[config.mk]
export PLATFORM = sky130hd
export DESIGN_NAME = button_encoder_event_qualifier_flat
export DESIGN_NICKNAME = d
export VERILOG_FILES = /design/src/design/beq_pkg.sv /design/src/design/beq_poll_if.sv /design/src/design/beq_event_if.sv /design/src/design/beq_cfg_if.sv /design/src/design/beq_button.sv /design/src/design/beq_encoder.sv /design/src/design/button_encoder_event_qualifier.sv /design/src/flat_wrapper.sv
export SDC_FILE = /design/constraint.sdc
export NUM_CORES = 1
export LEC_CHECK = 0
export BUFFER_PORTS_ARGS = -buffer_cell sky130_fd_sc_hd__clkbuf_2
export CORE_UTILIZATION = 50
export CTS_CLUSTER_SIZE = 25
export DETAILED_ROUTE_END_ITERATION = 6
export GPL_ROUTABILITY_DRIVEN = 0
export GPL_TIMING_DRIVEN = 1
export PLACE_DENSITY_LB_ADDON = 0.12
export SLEW_MARGIN = 20
export SYNTH_ARGS = -nofsm -noshare
export SYNTH_HDL_FRONTEND = slang
export SYNTH_SLANG_ARGS = --single-unit
export TNS_END_PERCENT = 1
[constraint.sdc]
create_clock -name clk -period 30.3 [get_ports clk]
set_input_delay 3.03 -clock clk [delete_from_list [all_inputs] [get_ports clk]]
set_output_delay 3.03 -clock clk [all_outputs]
set_load 0.02 [all_outputs]
[src/design/beq_pkg.sv]
`timescale 1ns / 1ps
// Shared types and constants for the button/encoder event qualifier.
// No dependencies; every other design file imports this package except beq_event_if.
package beq_pkg;

	// Fixed widths of the channel payloads
	localparam int NOW_W    = 32;
	localparam int CNT_IN_W = 32;
	localparam int MS_W     = 16;
	localparam int PPD_W    = 8;
	localparam int CFG_IDX_W = 2;
	localparam int CFG_DAT_W = 16;

	// Register values after reset
	localparam logic [MS_W-1:0]  DEBOUNCE_RST   = 16'd50;
	localparam logic [MS_W-1:0]  LONG_PRESS_RST = 16'd600;
	localparam logic [MS_W-1:0]  ENC_POLL_RST   = 16'd10;
	localparam logic [PPD_W-1:0] PPD_RST        = 8'd4;

	// Configuration register indexes
	typedef enum logic [CFG_IDX_W-1:0] {
		CFG_DEBOUNCE   = 2'd0,
		CFG_LONG_PRESS = 2'd1,
		CFG_ENC_POLL   = 2'd2,
		CFG_PPD        = 2'd3
	} cfg_index_t;

	// Event codes on the result channel
	typedef enum logic [2:0] {
		EV_NONE     = 3'd0,
		EV_YES      = 3'd1,
		EV_NO       = 3'd2,
		EV_LONG_YES = 3'd3,
		EV_LONG_NO  = 3'd4,
		EV_UP       = 3'd5,
		EV_DOWN     = 3'd6
	} event_code_t;

	// Current register settings, fanned out to the units
	typedef struct packed {
		logic [MS_W-1:0]  debounce_win;
		logic [MS_W-1:0]  long_hold;
		logic [MS_W-1:0]  enc_interval;
		logic [PPD_W-1:0] pulses_per_detent;
	} cfg_regs_t;

	// What one button reports for one poll
	typedef struct packed {
		logic short_fire;
		logic long_fire;
	} btn_evt_t;

	// What the encoder unit reports for one poll
	typedef struct packed {
		logic up;
		logic down;
	} enc_evt_t;

endpackage

[src/design/beq_poll_if.sv]
`timescale 1ns / 1ps
// Poll channel: one timestamped sample of both buttons and the encoder count.
// Depends on beq_pkg for payload widths.
interface beq_poll_if import beq_pkg::*; ();
	logic                valid;
	logic                ready;
	logic [NOW_W-1:0]    now_ms;
	logic                yes_level;
	logic                no_level;
	logic signed [CNT_IN_W-1:0] encoder_count;

	modport source(output valid, now_ms, yes_level, no_level, encoder_count, input ready);
	modport sink(input valid, now_ms, yes_level, no_level, encoder_count, output ready);
endinterface

[src/design/beq_event_if.sv]
`timescale 1ns / 1ps
// Event channel: one event code per poll.
// Depends on nothing outside this file.
interface beq_event_if ();
	logic       valid;
	logic       ready;
	logic [2:0] event_code;

	modport source(output valid, event_code, input ready);
	modport sink(input valid, event_code, output ready);
endinterface

[src/design/beq_cfg_if.sv]
`timescale 1ns / 1ps
// Configuration write channel: register index and write data.
// Depends on beq_pkg for field widths.
interface beq_cfg_if import beq_pkg::*; ();
	logic                 valid;
	logic                 ready;
	logic [CFG_IDX_W-1:0] reg_index;
	logic [CFG_DAT_W-1:0] data;

	modport source(output valid, reg_index, data, input ready);
	modport sink(input valid, reg_index, data, output ready);
endinterface

[src/design/beq_button.sv]
`timescale 1ns / 1ps
// One debounced button with short and long press detection.
// Depends on beq_pkg for the config and event structs.
module beq_button import beq_pkg::*; #(
	parameter int TIME_BITS = 32
) (
	input  logic                 clk,
	input  logic                 arst_n,
	input  logic                 poll_en,
	input  logic [TIME_BITS-1:0] now,
	input  logic                 level,
	input  cfg_regs_t            cfg,
	output btn_evt_t             evt
);

	logic                 stable_q;
	logic [TIME_BITS-1:0] change_time_q;
	logic                 held_q;
	logic [TIME_BITS-1:0] hold_start_q;
	logic                 long_done_q;

	logic                 accept;
	logic                 press;
	logic                 held_a;
	logic [TIME_BITS-1:0] hold_start_a;
	logic                 long_done_a;
	logic [TIME_BITS-1:0] since_change;
	logic [TIME_BITS-1:0] since_hold;

	// Qualify a level change against the debounce window
	always_comb begin
		since_change = now - change_time_q;
		accept = (level != stable_q) &&
			(since_change > TIME_BITS'(cfg.debounce_win));
		press = accept && !level;
		held_a = accept ? !level : held_q;
		hold_start_a = press ? now : hold_start_q;
		long_done_a = press ? 1'b0 : long_done_q;
		since_hold = now - hold_start_a;
	end

	// Short press on release, otherwise check the hold time
	always_comb begin
		evt.short_fire = accept && level && held_q && !long_done_q;
		evt.long_fire = !evt.short_fire && held_a && !long_done_a &&
			(since_hold >= TIME_BITS'(cfg.long_hold));
	end

	// Commit the button state when this button is polled
	always_ff @(posedge clk or negedge arst_n) begin
		if (!arst_n) begin
			stable_q      <= 1'b1;
			change_time_q <= '0;
			held_q        <= 1'b0;
			hold_start_q  <= '0;
			long_done_q   <= 1'b0;
		end else if (poll_en) begin
			if (accept) begin
				stable_q      <= level;
				change_time_q <= now;
			end
			held_q       <= held_a;
			hold_start_q <= hold_start_a;
			long_done_q  <= long_done_a | evt.long_fire;
		end
	end

	assert property (@(posedge clk) disable iff (!arst_n)
		poll_en && evt.long_fire |=> long_done_q)
		else $error("long press fired but not marked done");

	assert property (@(posedge clk) disable iff (!arst_n)
		!(evt.short_fire && evt.long_fire))
		else $error("short and long press in the same poll");

	assert property (@(posedge clk) disable iff (!arst_n)
		poll_en && press |=> held_q && !stable_q)
		else $error("accepted press did not start a hold");

endmodule

[src/design/beq_encoder.sv]
`timescale 1ns / 1ps
// Rotary encoder detent tracker, sampled no faster than the poll interval.
// Depends on beq_pkg for the config and event structs.
module beq_encoder import beq_pkg::*; #(
	parameter int TIME_BITS  = 32,
	parameter int COUNT_BITS = 32
) (
	input  logic                  clk,
	input  logic                  arst_n,
	input  logic                  poll_en,
	input  logic [TIME_BITS-1:0]  now,
	input  logic [COUNT_BITS-1:0] count,
	input  cfg_regs_t             cfg,
	output enc_evt_t              evt
);

	logic [TIME_BITS-1:0]  sample_time_q;
	logic [COUNT_BITS-1:0] base_q;

	logic                  sample;
	logic [TIME_BITS-1:0]  since_sample;
	logic [PPD_W-1:0]      ppd;
	logic [COUNT_BITS-1:0] ppd_ext;
	logic [COUNT_BITS-1:0] delta;

	// Compare the count against the detent base, zero detent size acts as one
	always_comb begin
		since_sample = now - sample_time_q;
		sample = poll_en && (since_sample > TIME_BITS'(cfg.enc_interval));
		ppd = (cfg.pulses_per_detent == '0) ? PPD_W'(1) : cfg.pulses_per_detent;
		ppd_ext = COUNT_BITS'(ppd);
		delta = count - base_q;
		evt.down = sample && ($signed(delta) >= $signed(ppd_ext));
		evt.up = sample && !evt.down && ($signed(delta) <= -$signed(ppd_ext));
	end

	// Move the base one detent per sample
	always_ff @(posedge clk or negedge arst_n) begin
		if (!arst_n) begin
			sample_time_q <= '0;
			base_q        <= '0;
		end else if (sample) begin
			sample_time_q <= now;
			if (evt.down) begin
				base_q <= base_q + ppd_ext;
			end else if (evt.up) begin
				base_q <= base_q - ppd_ext;
			end
		end
	end

	assert property (@(posedge clk) disable iff (!arst_n)
		evt.down |=> base_q == $past(base_q) + $past(ppd_ext))
		else $error("down step did not advance the base");

	assert property (@(posedge clk) disable iff (!arst_n)
		!sample |=> $stable(base_q))
		else $error("base moved without a sample");

	assert property (@(posedge clk) disable iff (!arst_n)
		!(evt.up && evt.down))
		else $error("up and down in the same sample");

endmodule

[src/design/button_encoder_event_qualifier.sv]
`timescale 1ns / 1ps
// Debounced two-button and rotary encoder event qualifier.
// Depends on beq_pkg, the three channel interfaces, beq_button, beq_encoder.
//
// Channels: poll (sink) brings a millisecond timestamp, the active-low yes
// and no button levels and the signed encoder count. evt (source) returns
// exactly one event code per poll: none, yes, no, long yes, long no, up or
// down, with yes over no over encoder. cfg (sink) writes the debounce window,
// the long-press time, the encoder poll interval and the detent size by
// index; it is always ready and is meant to be written while no poll is in
// flight.
//
// A poll is first held in the poll register; its event then loads into the
// result register, from which the receiver takes it.
// Throughput: one poll per cycle unless the receiver stalls. A poll register
// feeds the event logic, which commits button and encoder state in the same
// cycle it loads the result register, so the next poll sees updated state.
//
// Reset (arst_n low): registers return to 50 / 600 / 10 / 4, both buttons
// read released with all times at zero, and both stages empty.
// Receiver stall: the result holds; the poll register still fills, then
// poll.ready drops until the result is taken.
module button_encoder_event_qualifier import beq_pkg::*; #(
	parameter int TIME_BITS  = 32,
	parameter int COUNT_BITS = 32
) (
	input  logic          clk,
	input  logic          arst_n,
	beq_cfg_if.sink       cfg,
	beq_poll_if.sink      poll,
	beq_event_if.source   evt
);

	cfg_regs_t             cfg_q;

	logic                  valid_s1;
	logic [TIME_BITS-1:0]  now_s1;
	logic                  yes_s1;
	logic                  no_s1;
	logic [COUNT_BITS-1:0] count_s1;

	logic                  out_valid_q;
	event_code_t           event_q;

	logic                  step;
	logic                  no_poll;
	logic                  enc_poll;
	btn_evt_t              yes_evt;
	btn_evt_t              no_evt;
	enc_evt_t              enc_evt;
	event_code_t           event_d;

	// Configuration writes
	assign cfg.ready = 1'b1;

	always_ff @(posedge clk or negedge arst_n) begin
		if (!arst_n) begin
			cfg_q.debounce_win      <= DEBOUNCE_RST;
			cfg_q.long_hold         <= LONG_PRESS_RST;
			cfg_q.enc_interval      <= ENC_POLL_RST;
			cfg_q.pulses_per_detent <= PPD_RST;
		end else if (cfg.valid) begin
			unique case (cfg_index_t'(cfg.reg_index))
				CFG_DEBOUNCE:   cfg_q.debounce_win      <= cfg.data;
				CFG_LONG_PRESS: cfg_q.long_hold         <= cfg.data;
				CFG_ENC_POLL:   cfg_q.enc_interval      <= cfg.data;
				CFG_PPD:        cfg_q.pulses_per_detent <= cfg.data[PPD_W-1:0];
			endcase
		end
	end

	// Handshake: advance the poll stage whenever the result register frees up
	assign step       = valid_s1 && (!out_valid_q || evt.ready);
	assign poll.ready = !valid_s1 || step;

	// Hold the accepted poll
	always_ff @(posedge clk or negedge arst_n) begin
		if (!arst_n) begin
			valid_s1 <= 1'b0;
		end else if (poll.ready) begin
			valid_s1 <= poll.valid;
		end
	end

	always_ff @(posedge clk) begin
		if (poll.ready && poll.valid) begin
			now_s1   <= TIME_BITS'(poll.now_ms);
			yes_s1   <= poll.yes_level;
			no_s1    <= poll.no_level;
			count_s1 <= COUNT_BITS'(poll.encoder_count);
		end
	end

	// Yes is always polled; no only if yes is quiet; encoder only if both are
	assign no_poll  = step && !yes_evt.short_fire && !yes_evt.long_fire;
	assign enc_poll = no_poll && !no_evt.short_fire && !no_evt.long_fire;

	beq_button #(.TIME_BITS(TIME_BITS)) u_yes (
		.clk     (clk),
		.arst_n  (arst_n),
		.poll_en (step),
		.now     (now_s1),
		.level   (yes_s1),
		.cfg     (cfg_q),
		.evt     (yes_evt)
	);

	beq_button #(.TIME_BITS(TIME_BITS)) u_no (
		.clk     (clk),
		.arst_n  (arst_n),
		.poll_en (no_poll),
		.now     (now_s1),
		.level   (no_s1),
		.cfg     (cfg_q),
		.evt     (no_evt)
	);

	beq_encoder #(.TIME_BITS(TIME_BITS), .COUNT_BITS(COUNT_BITS)) u_enc (
		.clk     (clk),
		.arst_n  (arst_n),
		.poll_en (enc_poll),
		.now     (now_s1),
		.count   (count_s1),
		.cfg     (cfg_q),
		.evt     (enc_evt)
	);

	// Pick the single event in priority order
	always_comb begin
		priority if (yes_evt.short_fire) begin
			event_d = EV_YES;
		end else if (yes_evt.long_fire) begin
			event_d = EV_LONG_YES;
		end else if (no_evt.short_fire) begin
			event_d = EV_NO;
		end else if (no_evt.long_fire) begin
			event_d = EV_LONG_NO;
		end else if (enc_evt.up) begin
			event_d = EV_UP;
		end else if (enc_evt.down) begin
			event_d = EV_DOWN;
		end else begin
			event_d = EV_NONE;
		end
	end

	// Result register
	always_ff @(posedge clk or negedge arst_n) begin
		if (!arst_n) begin
			out_valid_q <= 1'b0;
		end else if (step) begin
			out_valid_q <= 1'b1;
		end else if (evt.ready) begin
			out_valid_q <= 1'b0;
		end
	end

	always_ff @(posedge clk) begin
		if (step) begin
			event_q <= event_d;
		end
	end

	assign evt.valid      = out_valid_q;
	assign evt.event_code = event_q;

	assert property (@(posedge clk) disable iff (!arst_n)
		step |=> out_valid_q)
		else $error("poll advanced without loading a result");

	assert property (@(posedge clk) disable iff (!arst_n)
		!poll.ready |-> valid_s1 && out_valid_q && !evt.ready)
		else $error("poll stalled with room downstream");

	assert property (@(posedge clk) disable iff (!arst_n)
		valid_s1 && out_valid_q && !evt.ready |=> valid_s1 && $stable(now_s1))
		else $error("held poll was lost under a stall");

endmodule
[src/flat_wrapper.sv]
// flat-port wrapper written by rule: the top's interface ports become plain ports
module button_encoder_event_qualifier_flat import beq_pkg::*;
#(
	parameter int TIME_BITS  = 32,
	parameter int COUNT_BITS = 32
)
  (clk, arst_n, cfg_valid, cfg_reg_index, cfg_data, cfg_ready, poll_valid, poll_now_ms, poll_yes_level, poll_no_level, poll_encoder_count, poll_ready, evt_valid, evt_event_code, evt_ready);
  beq_cfg_if cfg_i ();
  beq_poll_if poll_i ();
  beq_event_if evt_i ();
  input  logic clk;
  input  logic arst_n;
  input wire logic [$bits(cfg_i.valid)-1:0] cfg_valid;
  input wire logic [$bits(cfg_i.reg_index)-1:0] cfg_reg_index;
  input wire logic [$bits(cfg_i.data)-1:0] cfg_data;
  output wire logic [$bits(cfg_i.ready)-1:0] cfg_ready;
  input wire logic [$bits(poll_i.valid)-1:0] poll_valid;
  input wire logic [$bits(poll_i.now_ms)-1:0] poll_now_ms;
  input wire logic [$bits(poll_i.yes_level)-1:0] poll_yes_level;
  input wire logic [$bits(poll_i.no_level)-1:0] poll_no_level;
  input wire logic [$bits(poll_i.encoder_count)-1:0] poll_encoder_count;
  output wire logic [$bits(poll_i.ready)-1:0] poll_ready;
  output wire logic [$bits(evt_i.valid)-1:0] evt_valid;
  output wire logic [$bits(evt_i.event_code)-1:0] evt_event_code;
  input wire logic [$bits(evt_i.ready)-1:0] evt_ready;
  assign cfg_i.valid = cfg_valid;
  assign cfg_i.reg_index = cfg_reg_index;
  assign cfg_i.data = cfg_data;
  assign cfg_ready = cfg_i.ready;
  assign poll_i.valid = poll_valid;
  assign poll_i.now_ms = poll_now_ms;
  assign poll_i.yes_level = poll_yes_level;
  assign poll_i.no_level = poll_no_level;
  assign poll_i.encoder_count = poll_encoder_count;
  assign poll_ready = poll_i.ready;
  assign evt_valid = evt_i.valid;
  assign evt_event_code = evt_i.event_code;
  assign evt_i.ready = evt_ready;
  button_encoder_event_qualifier #(.TIME_BITS(TIME_BITS), .COUNT_BITS(COUNT_BITS)) u_core (.clk(clk), .arst_n(arst_n), .cfg(cfg_i), .poll(poll_i), .evt(evt_i));
endmodule
==> run_results.csv, run 1 <==
group,metric,value,unit
status,status,"finished clean",
grt,grt_max_degree,76,
sta,tns,0,ns
sta,hold_viol,0,
power,p_leak,14.3,nW
sta,worst_slack,13.19,ns
die,fp.dieW,238,um
drt,routed_wl,75.5,mm
place,detailedPlace.worstSlack,13.54,ns
worst_setup_path,worstRegToRegCells,67,
clocking,clk_latency,0.57,ns
final_layout,nNetsFinal,3589,
final_layout,area_growth_syn_to_layout,10.1,%
grt,antenna_found_initial,0,
worst_setup_path,end_kind,"flip-flop",
clocking,clk_pin_slew,0.06,ns
sta,finalSetupViolCount,0,
sta,hold_ws,0.484,ns
place,dp_hpwl,57.2,mm
die,start_util,0.505,
min_path,whs_path_depth,1,
clocking,postCtsSetupBuffers,0,
worst_setup_path,cp_max_fo,39,
logic_synthesis,yosys_warnings,0,
clocking,cts-hold-fix-buffers,0,
clocking,cts_tree,"done",
grt,grt_pass1_vias,23346,
place,portBuffers,93,
worst_setup_path,r2r_end,"u_core.u_enc.base_q[31]",
sta,maxSlewHeadroom,0.276,
die,coreArea,55000,um^2
power,vdd_ir_drop_max,0.0568,mV
die,dieHeight,238,um
logic_synthesis,avgSynthCellArea,9.09,um^2
clocking,cts_num_sinks,325,
drt,routed_via_density,5.97,
sta,slew_violations,0,
drt,drt_iter0_drc,1636,
clocking,cts_root_buffer,"clkbuf_16",
power,power_density,118,nW/um^2
worst_setup_path,cp-start-kind,"flip-flop",
grt,grt_pass1_wl,121,mm
drt,first_pass_iters,6,
final_layout,final_area,30600,um^2
worst_setup_path,crit_type,"flip-flop to flip-flop",
clocking,cts_resized,0,
sta,rsz0062_at_grt,"no",
die,die_area,56500,um^2
worst_setup_path,cp_slowest_cell,"edfxtp_1",
final_layout,num_antenna_cells,0,
drt,vias,23528,
job,maxCapViolCount,0,
logic_synthesis,synth_flop_cell,"dfrtp_1",
sta,min_period_over_period,0.565,
drt,antenna_left,0,
clocking,h-tree-depth,2,
logic_synthesis,syn_area,27800,um^2
drt,wire_per_inst,19.2,um
logic_synthesis,synth-seq-area-share,0.306,
place,placed_area,29200,um^2
clocking,numCtsBuffers,42,
die,io_pins,95,
worst_setup_path,slowest_delay,0.70,ns
logic_synthesis,synth.distinct_cells,90,
min_path,hold_path_end,"u_core.u_no.change_time_q[14]",
sta,skew,0.0285,ns
sta,post-route-min-period,17.12,ns
logic_synthesis,synth_edf_count,69,
die,placement_rows,86,
sta,tightest_slew,1.09,ns
worst_setup_path,arrival,17.60,ns
logic_synthesis,netlist_instances,3059,
clocking,max-clock-path-buffers,3,
worst_setup_path,reg2reg_from,"u_core.now_s1[1]",
min_path,holdCritStartpoint,"u_core.u_no.change_time_q[14]",
logic_synthesis,async_flop_share,0.788,
min_path,hold_path.class,"flip-flop to flip-flop",
grt,gr-usage-all-layers,0.266,
drt,drc,0,
logic_synthesis,synth_seq_cells,325,
grt,grt_overflow,0,
worst_setup_path,r2r_slack,13.19,ns
worst_setup_path,crit_required,30.78,ns
power,power,3.63,mW
final_layout,drive_gt1_frac,0.118,
sta,fmax,0.0584,GHz
==> registers in the layout (all words and copies together) (netlist names) <==
name / count
u_core.cfg_q: 56
u_core.count_s1: 32
u_core.evt.event_code: 3
u_core.evt.valid: 1
u_core.no_s1: 1
u_core.now_s1: 32
u_core.u_enc.base_q: 32
u_core.u_enc.sample_time_q: 32
u_core.u_no.change_time_q: 32
u_core.u_no.held_q: 1
u_core.u_no.hold_start_q: 32
u_core.u_no.long_done_q: 1
u_core.u_no.stable_q: 1
u_core.u_yes.change_time_q: 32
u_core.u_yes.held_q: 1
u_core.u_yes.hold_start_q: 32
u_core.u_yes.long_done_q: 1
u_core.u_yes.stable_q: 1
u_core.valid_s1: 1
u_core.yes_s1: 1
==> worst max-delay path: cells and delay by family (launching register included) <==
family	cells	cell delay, ns
AO/OA/AOI/OAI	37	9.45
XOR/XNOR	2	0.29
adder cells (fa/ha/maj)	5	1.47
buffers and inverters	2	0.76
flip-flops	1	0.70
AND/OR/NAND/NOR	21	4.27
==> stage by stage <==
step	cells	utilization
floorplan	3067	-
global placement	3862	0.531
detailed placement	3862	0.531
CTS	3938	0.556
global route	3938	0.557
finish	3938	0.557
==> cell usage in the layout (no fill, tap or decap), drive strengths merged, types with 9 or more instances in the layout <==
cell     instances
nor4            17
o31ai           20
a21oi          220
ha             335
a221oi          10
edfxtp          69
nor2           181
a211o           10
nand2          178
nand4           36
o211ai          22
mux2           167
or3             23
clkbuf         150
o2111ai          9
dfstp           12
a21o           112
xor2            48
dfrtp          244
o21ai          219
nor3            81
nand3b           9
o21bai          20
nand2b          57
nor2b           35
a21boi          11
inv            269
nand3           71
mux2i           98
or2             13
buf             30
and2            21
o21a            45
conb            10
xnor2           99
a211oi          29
and3            29
clkinv           9
a31oi           21
a2111oi         10
==> cells in the mapped netlist, drive strengths merged, types with 23 or more instances <==
| library cell | n | area (um^2) |
|---|---|---|
| xnor2 | 99 | 867 |
| ha | 335 | 4190 |
| nor2 | 181 | 679 |
| dfrtp | 244 | 6110 |
| o21a | 45 | 338 |
| edfxtp | 69 | 2070 |
| inv | 268 | 1010 |
| nand3 | 71 | 355 |
| clkbuf | 55 | 208 |
| nor2b | 35 | 219 |
| a21oi | 220 | 1100 |
| and3 | 29 | 181 |
| nor3 | 81 | 405 |
| a21o | 112 | 841 |
| mux2i | 98 | 981 |
| mux2 | 167 | 1880 |
| or3 | 23 | 144 |
| nand4 | 36 | 225 |
| nand2b | 57 | 357 |
| o21ai | 219 | 1100 |
| nand2 | 178 | 668 |
| a211oi | 29 | 218 |
| xor2 | 48 | 420 |
==> final cells by class <==
| type | count | area, um^2 |
|---|---|---|
| Clock buffer | 58 | 1200 |
| Clock inverter | 18 | 200 |
| Fill cell | 4932 | 24400 |
| Inverter | 268 | 1010 |
| Multi-Input combinational cell | 2399 | 18100 |
| Sequential cell | 325 | 8490 |
| Tap cell | 748 | 936 |
| Timing Repair Buffer | 122 | 693 |
==> worst max path at each step <==
stage                      from                      end  slack (ns)
6_report       u_core.now_s1[1]  u_core.u_enc.base_q[31]       13.19
5_1_grt        u_core.now_s1[1]  u_core.u_enc.base_q[31]       11.95
4_1_cts        u_core.now_s1[1]  u_core.u_enc.base_q[31]       13.40
3_5_place_dp   u_core.now_s1[1]  u_core.u_enc.base_q[31]       13.54
3_3_place_gp   u_core.now_s1[1]  u_core.u_enc.base_q[31]       13.88
2_1_floorplan  u_core.now_s1[1]  u_core.u_enc.base_q[31]       15.96
==> power breakdown <==
part	internal [mW]	leakage, nW	switching [mW]
logic	1.04	9.91	1.38
clock network	0.311	0.679	0.201
registers	0.606	3.70	0.0901
==> logic make-up (layout without fill, tap and decap cells) <==
group | count (synthesis) | count (layout) | share of synthesized area
AO/OA/AOI/OAI | 850 | 850 | 0.197
AND/OR/NAND/NOR | 780 | 780 | 0.142
adder cells (fa/ha/maj) | 347 | 347 | 0.158
buffers and inverters | 343 | 466 | 0.0483
flip-flops | 325 | 325 | 0.306
multiplexers | 265 | 265 | 0.103
XOR/XNOR | 147 | 147 | 0.0463
other | 2 | 10 | 0.000270
==> metal layers <==
layer / track usage / vias up / routed length [um]
li1: - / 11420 / -
met5: 0 / - / 0
met2: 0.466 / 624 / 36500
met3: 0.0281 / 158 / 3340
met4: 0.116 / 0 / 3120
met1: 0.331 / 11326 / 32500
Power figures use the tool's default switching activity.
==> run 2, diff against run 1 <==
ABC_AREA = 1   (was unset)
clock period = 15.62 ns   (was 30.3 ns; I/O delays follow)
==> run 2 against run 1 <==
  * Register-to-register slack got worse by 11 ns
  * Global-route usage rose by 1.5 points
  * Clock power rose by 88%
  * Die area fell by 0.79%
  * Synthesized cell count rose by 24%
  * Setup slack got worse by 11 ns
  * Combinational power rose by 92%
  * Non-clock buffer count fell by 13
  * Clock skew rose by 0.0032 ns
==> run_results.csv, run 2 <==
group,metric,value,unit
status,status,"finished clean",
final_layout,largest_register,"u_core.cfg_q",
worst_setup_path,cpMostUsedCell,"nand2_1",
sta,fmax,0.0769,GHz
worst_setup_path,arrival,13.44,ns
drt,antenna_left,0,
worst_setup_path,cp_max_fo,68,
logic_synthesis,synth_edf_count,69,
final_layout,num_antenna_cells,0,
job,maxCapViolCount,0,
grt,grt_max_degree,70,
logic_synthesis,synth_seq_cells,325,
logic_synthesis,synthTopCellsByCount,"951 x nand2_1, 573 x inv_1, 335 x ha_1, 318 x a21oi_1, 298 x o21ai_0",
logic_synthesis,synthMostInstantiatedCell,"nand2_1",
drt,drc,0,
die,fp.dieW,237,um
sta,finalSetupViolCount,0,
clocking,cts_num_sinks,325,
worst_setup_path,cp_slowest_cell,"o211ai_1",
drt,wire_per_inst,17.0,um
drt,drt_iter0_drc,1829,
grt,grt_overflow,0,
final_layout,final_common_cell,"nand2_1",
place,dp_hpwl,62.5,mm
clocking,cts_resized,0,
logic_synthesis,avgSynthCellArea,7.25,um^2
power,p_leak,15.3,nW
logic_synthesis,synth_top_area_cell,"dfrtp_1",
logic_synthesis,syn_area,27600,um^2
logic_synthesis,synth.distinct_cells,60,
drt,routed_wl,78.4,mm
grt,grt_pass1_vias,23293,
grt,gr-usage-all-layers,0.282,
final_layout,layout_common_cells,"950 x nand2_1, 572 x inv_1, 335 x ha_1",
sta,skew,0.0317,ns
clocking,clk_latency,0.59,ns
worst_setup_path,slowest_delay,0.43,ns
clocking,h-tree-depth,2,
logic_synthesis,synth-seq-area-share,0.308,
power,power_density,231,nW/um^2
drt,routed_via_density,5.39,
worst_setup_path,crit_type,"flip-flop to flip-flop",
final_layout,nNetsFinal,4326,
sta,hold_viol,0,
logic_synthesis,synth_top_area_share,0.221,
die,start_util,0.509,
grt,antenna_found_initial,0,
clocking,numCtsBuffers,40,
clocking,max-clock-path-buffers,3,
clocking,cts-hold-fix-buffers,0,
sta,maxSlewHeadroom,0.292,
logic_synthesis,async_flop_share,0.788,
sta,tns,0,ns
die,die_area,56100,um^2
sta,slew_violations,0,
place,portBuffers,93,
drt,vias,24897,
power,power,6.95,mW
logic_synthesis,netlist_instances,3802,
clocking,cts_root_buffer,"clkbuf_16",
grt,grt_pass1_wl,125,mm
final_layout,largest_reg_flops,56,
clocking,cts_tree,"done",
min_path,hold_path.class,"flip-flop to flip-flop",
logic_synthesis,synth_flop_cell,"dfrtp_1",
drt,first_pass_iters,6,
die,dieHeight,237,um
die,placement_rows,85,
die,coreArea,54100,um^2
final_layout,area_growth_syn_to_layout,8.96,%
clocking,clk_pin_slew,0.06,ns
die,io_pins,95,
worst_setup_path,crit_required,16.06,ns
sta,rsz0062_at_grt,"no",
sta,tightest_slew,1.06,ns
logic_synthesis,yosys_warnings,0,
sta,post-route-min-period,13.00,ns
sta,min_period_over_period,0.832,
final_layout,drive_gt1_frac,0.0644,
clocking,postCtsSetupBuffers,0,
worst_setup_path,cp-start-kind,"flip-flop",
worst_setup_path,end_kind,"flip-flop",
power,vdd_ir_drop_max,0.126,mV
sta,hold_ws,0.482,ns
logic_synthesis,ys_top_cells_by_area,"dfrtp_1 22%, ha_1 15%, nand2_1 13%",
## run 2: cell count changes after synthesis, sizes merged, moves of 35 or more
cell    before  now
nand3       71  123
nor2b       35    0
mux2       167    0
xnor2       99   52
xor2        48  114
a21o       112   23
mux2i       98    0
a21oi      220  320
o21ai      219  398
nor3        81   35
nor2       181  255
nand2      178  964
nand2b      57    0
inv        268  588
## run 2: per-layer routing
layer | vias up | share of wire | global-route usage
li1 | 12733 | - | -
met1 | 11520 | 0.48 | 0.400
met2 | 557 | 0.45 | 0.459
met3 | 87 | 0.048 | 0.0316
met4 | 0 | 0.020 | 0.0665
met5 | - | 0 | 0
## run 2: final cells by class
type | count | area, um^2
flip-flops and latches | 325 | 8490
repair buffers | 109 | 596
fillers | 5327 | 24100
well taps | 696 | 871
inverters | 592 | 2220
multi-input cells | 2827 | 16500
clock buffers | 56 | 1080
clock inverters | 18 | 263
## run 2: worst paths after layout
check	from	to	depth (start not counted)	slack, ns
hold / removal	u_core.u_yes.change_time_q[16]	u_core.u_yes.change_time_q[16]	2	0.48
max in group asynchronous	arst_n	u_core.u_no.change_time_q[24]	3	12.66
hold reg to reg	u_core.u_yes.change_time_q[16]	u_core.u_yes.change_time_q[16]	2	0.48
min in group asynchronous	arst_n	u_core.u_enc.base_q[11]	1	0.91
setup / recovery	u_core.now_s1[0]	u_core.u_enc.base_q[30]	72	2.62
setup reg to reg	u_core.now_s1[0]	u_core.u_enc.base_q[30]	72	2.62
## run 2: through the flow
step,util,cell area (um^2),setup WS (ns),std cells
4_1_cts,0.555,30000,2.72,4623
2_1_floorplan,-,27600,5.18,3810
3_3_place_gp,0.530,28700,2.95,4549
6_report,0.555,30000,2.62,4623
5_1_grt,0.555,30000,1.52,4623
3_5_place_dp,0.530,28700,2.80,4549
## run 2: cells by family after synthesis
group                    share of synthesized area
adder cells (fa/ha/maj)                      0.157
AND/OR/NAND/NOR                              0.220
other                                     0.000272
AO/OA/AOI/OAI                                0.168
flip-flops                                   0.308
XOR/XNOR                                    0.0527
buffers and inverters                       0.0947
## run 2: worst max-delay path: cells and delay by family, from the launching register on
kind	cells	cell delay (ns)
AO/OA/AOI/OAI	22	4.60
AND/OR/NAND/NOR	31	3.93
adder cells (fa/ha/maj)	7	2.16
buffers and inverters	9	1.25
XOR/XNOR	3	0.49
flip-flops	1	0.36
## run 2: power breakdown
part           internal [mW]  switching, mW  total, mW
combinational           1.72           2.92       4.65
clock                  0.561          0.400      0.960
sequential              1.17          0.175       1.35
total                   3.46           3.50       6.95
==> run 3, diff against run 2 <==
ABC_AREA = 0   (was 1)
clock period = 12.2 ns   (was 15.62 ns; I/O delays follow)
==> run 3 against run 2 <==
  * Utilization is 6.8 points higher
  * Critical endpoint is now u_core.u_enc.base_q[31]
  * Fmax is 4.0% lower
  * Hold slack hardly changed
  * Clock power is 33% higher
  * Clock skew is 0.0052 ns lower
  * The flow now finishes with violations (negative setup slack)
  * Non-clock buffer count is 447 higher
==> run_results.csv, run 3 (same netlist as run 1, synthesis figures left out) <==
group,metric,value,unit
worst_setup_path,slowest_delay,0.43,ns
worst_setup_path,cp-start-kind,"flip-flop",
clocking,max-clock-path-buffers,3,
sta,finalSetupViolCount,13,
grt,grt_pass1_wl,129,mm
worst_setup_path,cpMostUsedCell,"buf_4",
final_layout,utilization,0.623,
drt,wire_per_inst,18.3,um
drt,routed_via_density,5.76,
die,placement_rows,86,
sta,slew_violations,0,
drt,vias,25190,
worst_setup_path,crit_required,12.70,ns
place,portBuffers,93,
worst_setup_path,critical_path.top_delay_family,"compound AO/OA/AOI/OAI gates",
drt,antenna_left,0,
sta,fmax,0.0739,GHz
worst_setup_path,cp_max_fo,6,
status,failed_checks,"negative setup slack",
place,placed_cells,4243,
clocking,h-tree-depth,2,
final_layout,area_growth_syn_to_layout,23.3,%
final_layout,fin_cells,4376,
final_layout,nFillCells,4647,
status,status,"finished with violations",
clocking,cts_tree,"done",
worst_setup_path,end_kind,"flip-flop",
grt,grt_overflow,0,
die,start_util,0.505,
final_layout,nNetsFinal,4024,
sta,tightest_slew,1.03,ns
final_layout,num_antenna_cells,0,
sta,rsz0062_at_grt,"yes",
grt,gr-usage-all-layers,0.284,
sta,maxSlewHeadroom,0.299,
worst_setup_path,cp.buffers_inverters,36,
min_path,hold_path.class,"flip-flop to flip-flop",
worst_setup_path,cp_slowest_cell,"edfxtp_1",
power,vdd_ir_drop_max,0.163,mV
drt,routed_wl,80.0,mm
sta,worst_slack,-1.33,ns
grt,antenna_found_initial,1,
grt,grt_max_degree,108,
worst_setup_path,crit_type,"flip-flop to flip-flop",
clocking,cts-hold-fix-buffers,0,
sta,min_period_over_period,1.11,
die,coreArea,55000,um^2
clocking,cts_num_sinks,325,
power,power_density,296,nW/um^2
clocking,numCtsBuffers,43,
power,power,10.2,mW
sta,hold_ws,0.483,ns
sta,post-route-min-period,13.53,ns
place,dp_hpwl,62.3,mm
place,detailedPlace.worstSlack,-1.41,ns
sta,hold_viol,0,
power,p_leak,16.5,nW
final_layout,final_common_cell,"buf_4",
final_layout,layout_common_cells,"459 x buf_4, 333 x ha_1, 265 x inv_1",
clocking,cts_root_buffer,"clkbuf_16",
final_layout,largest_reg_flops,56,
final_layout,largest_register,"u_core.cfg_q",
grt,grt_pass1_vias,25596,
final_layout,drive_gt1_frac,0.242,
job,maxCapViolCount,0,
sta,skew,0.0265,ns
clocking,clk_latency,0.59,ns
clocking,clk_pin_slew,0.06,ns
drt,drc,0,
die,fp.dieW,238,um
die,dieHeight,238,um
worst_setup_path,arrival,14.03,ns
drt,drt_iter0_drc,1413,
die,die_area,56500,um^2
die,io_pins,95,
drt,first_pass_iters,5,
[run 3: cell types whose count changed in the layout (fill, tap and decap cells not counted), sizes merged, moves of 74 or more]
| cell | change |
|---|---|
| nand2 | -786 |
| buf | +447 |
| inv | -321 |
| o21ai | -179 |
| mux2 | +167 |
| a21oi | -100 |
| mux2i | +98 |
| a21o | +89 |
| nor2 | -74 |
[run 3: report_power, final]
group | internal [mW] | switching (mW)
Clock | 0.755 | 0.520
Combinational | 3.41 | 3.75
Sequential | 1.51 | 0.220
Total | 5.67 | 4.49
[run 3: metal layers]
metal / vias to the layer above / wire length [um] / global-route usage
met1: 12132 / 34100 / 0.340
met3: 202 / 3160 / 0.0319
li1: 12266 / - / -
met2: 590 / 38700 / 0.501
met4: 0 / 4020 / 0.145
met5: - / 0 / 0
[run 3: path summary, 6_finish.rpt]
path	start	to	slack, ns	depth (start not counted)
max reg2reg	u_core.now_s1[1]	u_core.u_enc.base_q[31]	-1.33	79
min reg2reg	u_core.u_no.long_done_q	u_core.u_no.long_done_q	0.48	1
min	u_core.u_no.long_done_q	u_core.u_no.long_done_q	0.48	1
max in group asynchronous	arst_n	u_core.u_no.change_time_q[18]	9.77	3
min in group asynchronous	arst_n	u_core.u_enc.base_q[0]	0.69	1
max	u_core.now_s1[1]	u_core.u_enc.base_q[31]	-1.33	79
[run 3: metrics by stage]
stage	setup TNS, ns	instance area, um^2
detailed placement	-10.81	32200
finish	-8.77	34300
global placement	-7.05	32200
CTS	-6.44	34200
floorplan	-0.974	28000
global route	-19.30	34300
[run 3: final cells by class]
| class | instances | area [um^2] | share of cell area |
|---|---|---|---|
| inverters | 268 | 1010 | 0.0293 |
| clock buffers | 58 | 1220 | 0.0357 |
| multi-input cells | 2399 | 18400 | 0.537 |
| clock inverters | 22 | 214 | 0.00624 |
| flip-flops and latches | 325 | 8490 | 0.248 |
| repair buffers | 556 | 3990 | 0.116 |
| well taps | 748 | 936 | 0.0273 |
[run 3: timing repair]
item,4_1_cts,5_1_grt
endpoints found under the setup margin,14,25
resized for setup,37,23
buffers inserted,48,5
gates cloned,0,0
endpoints found under the hold margin,0,0
pin swaps,51,26
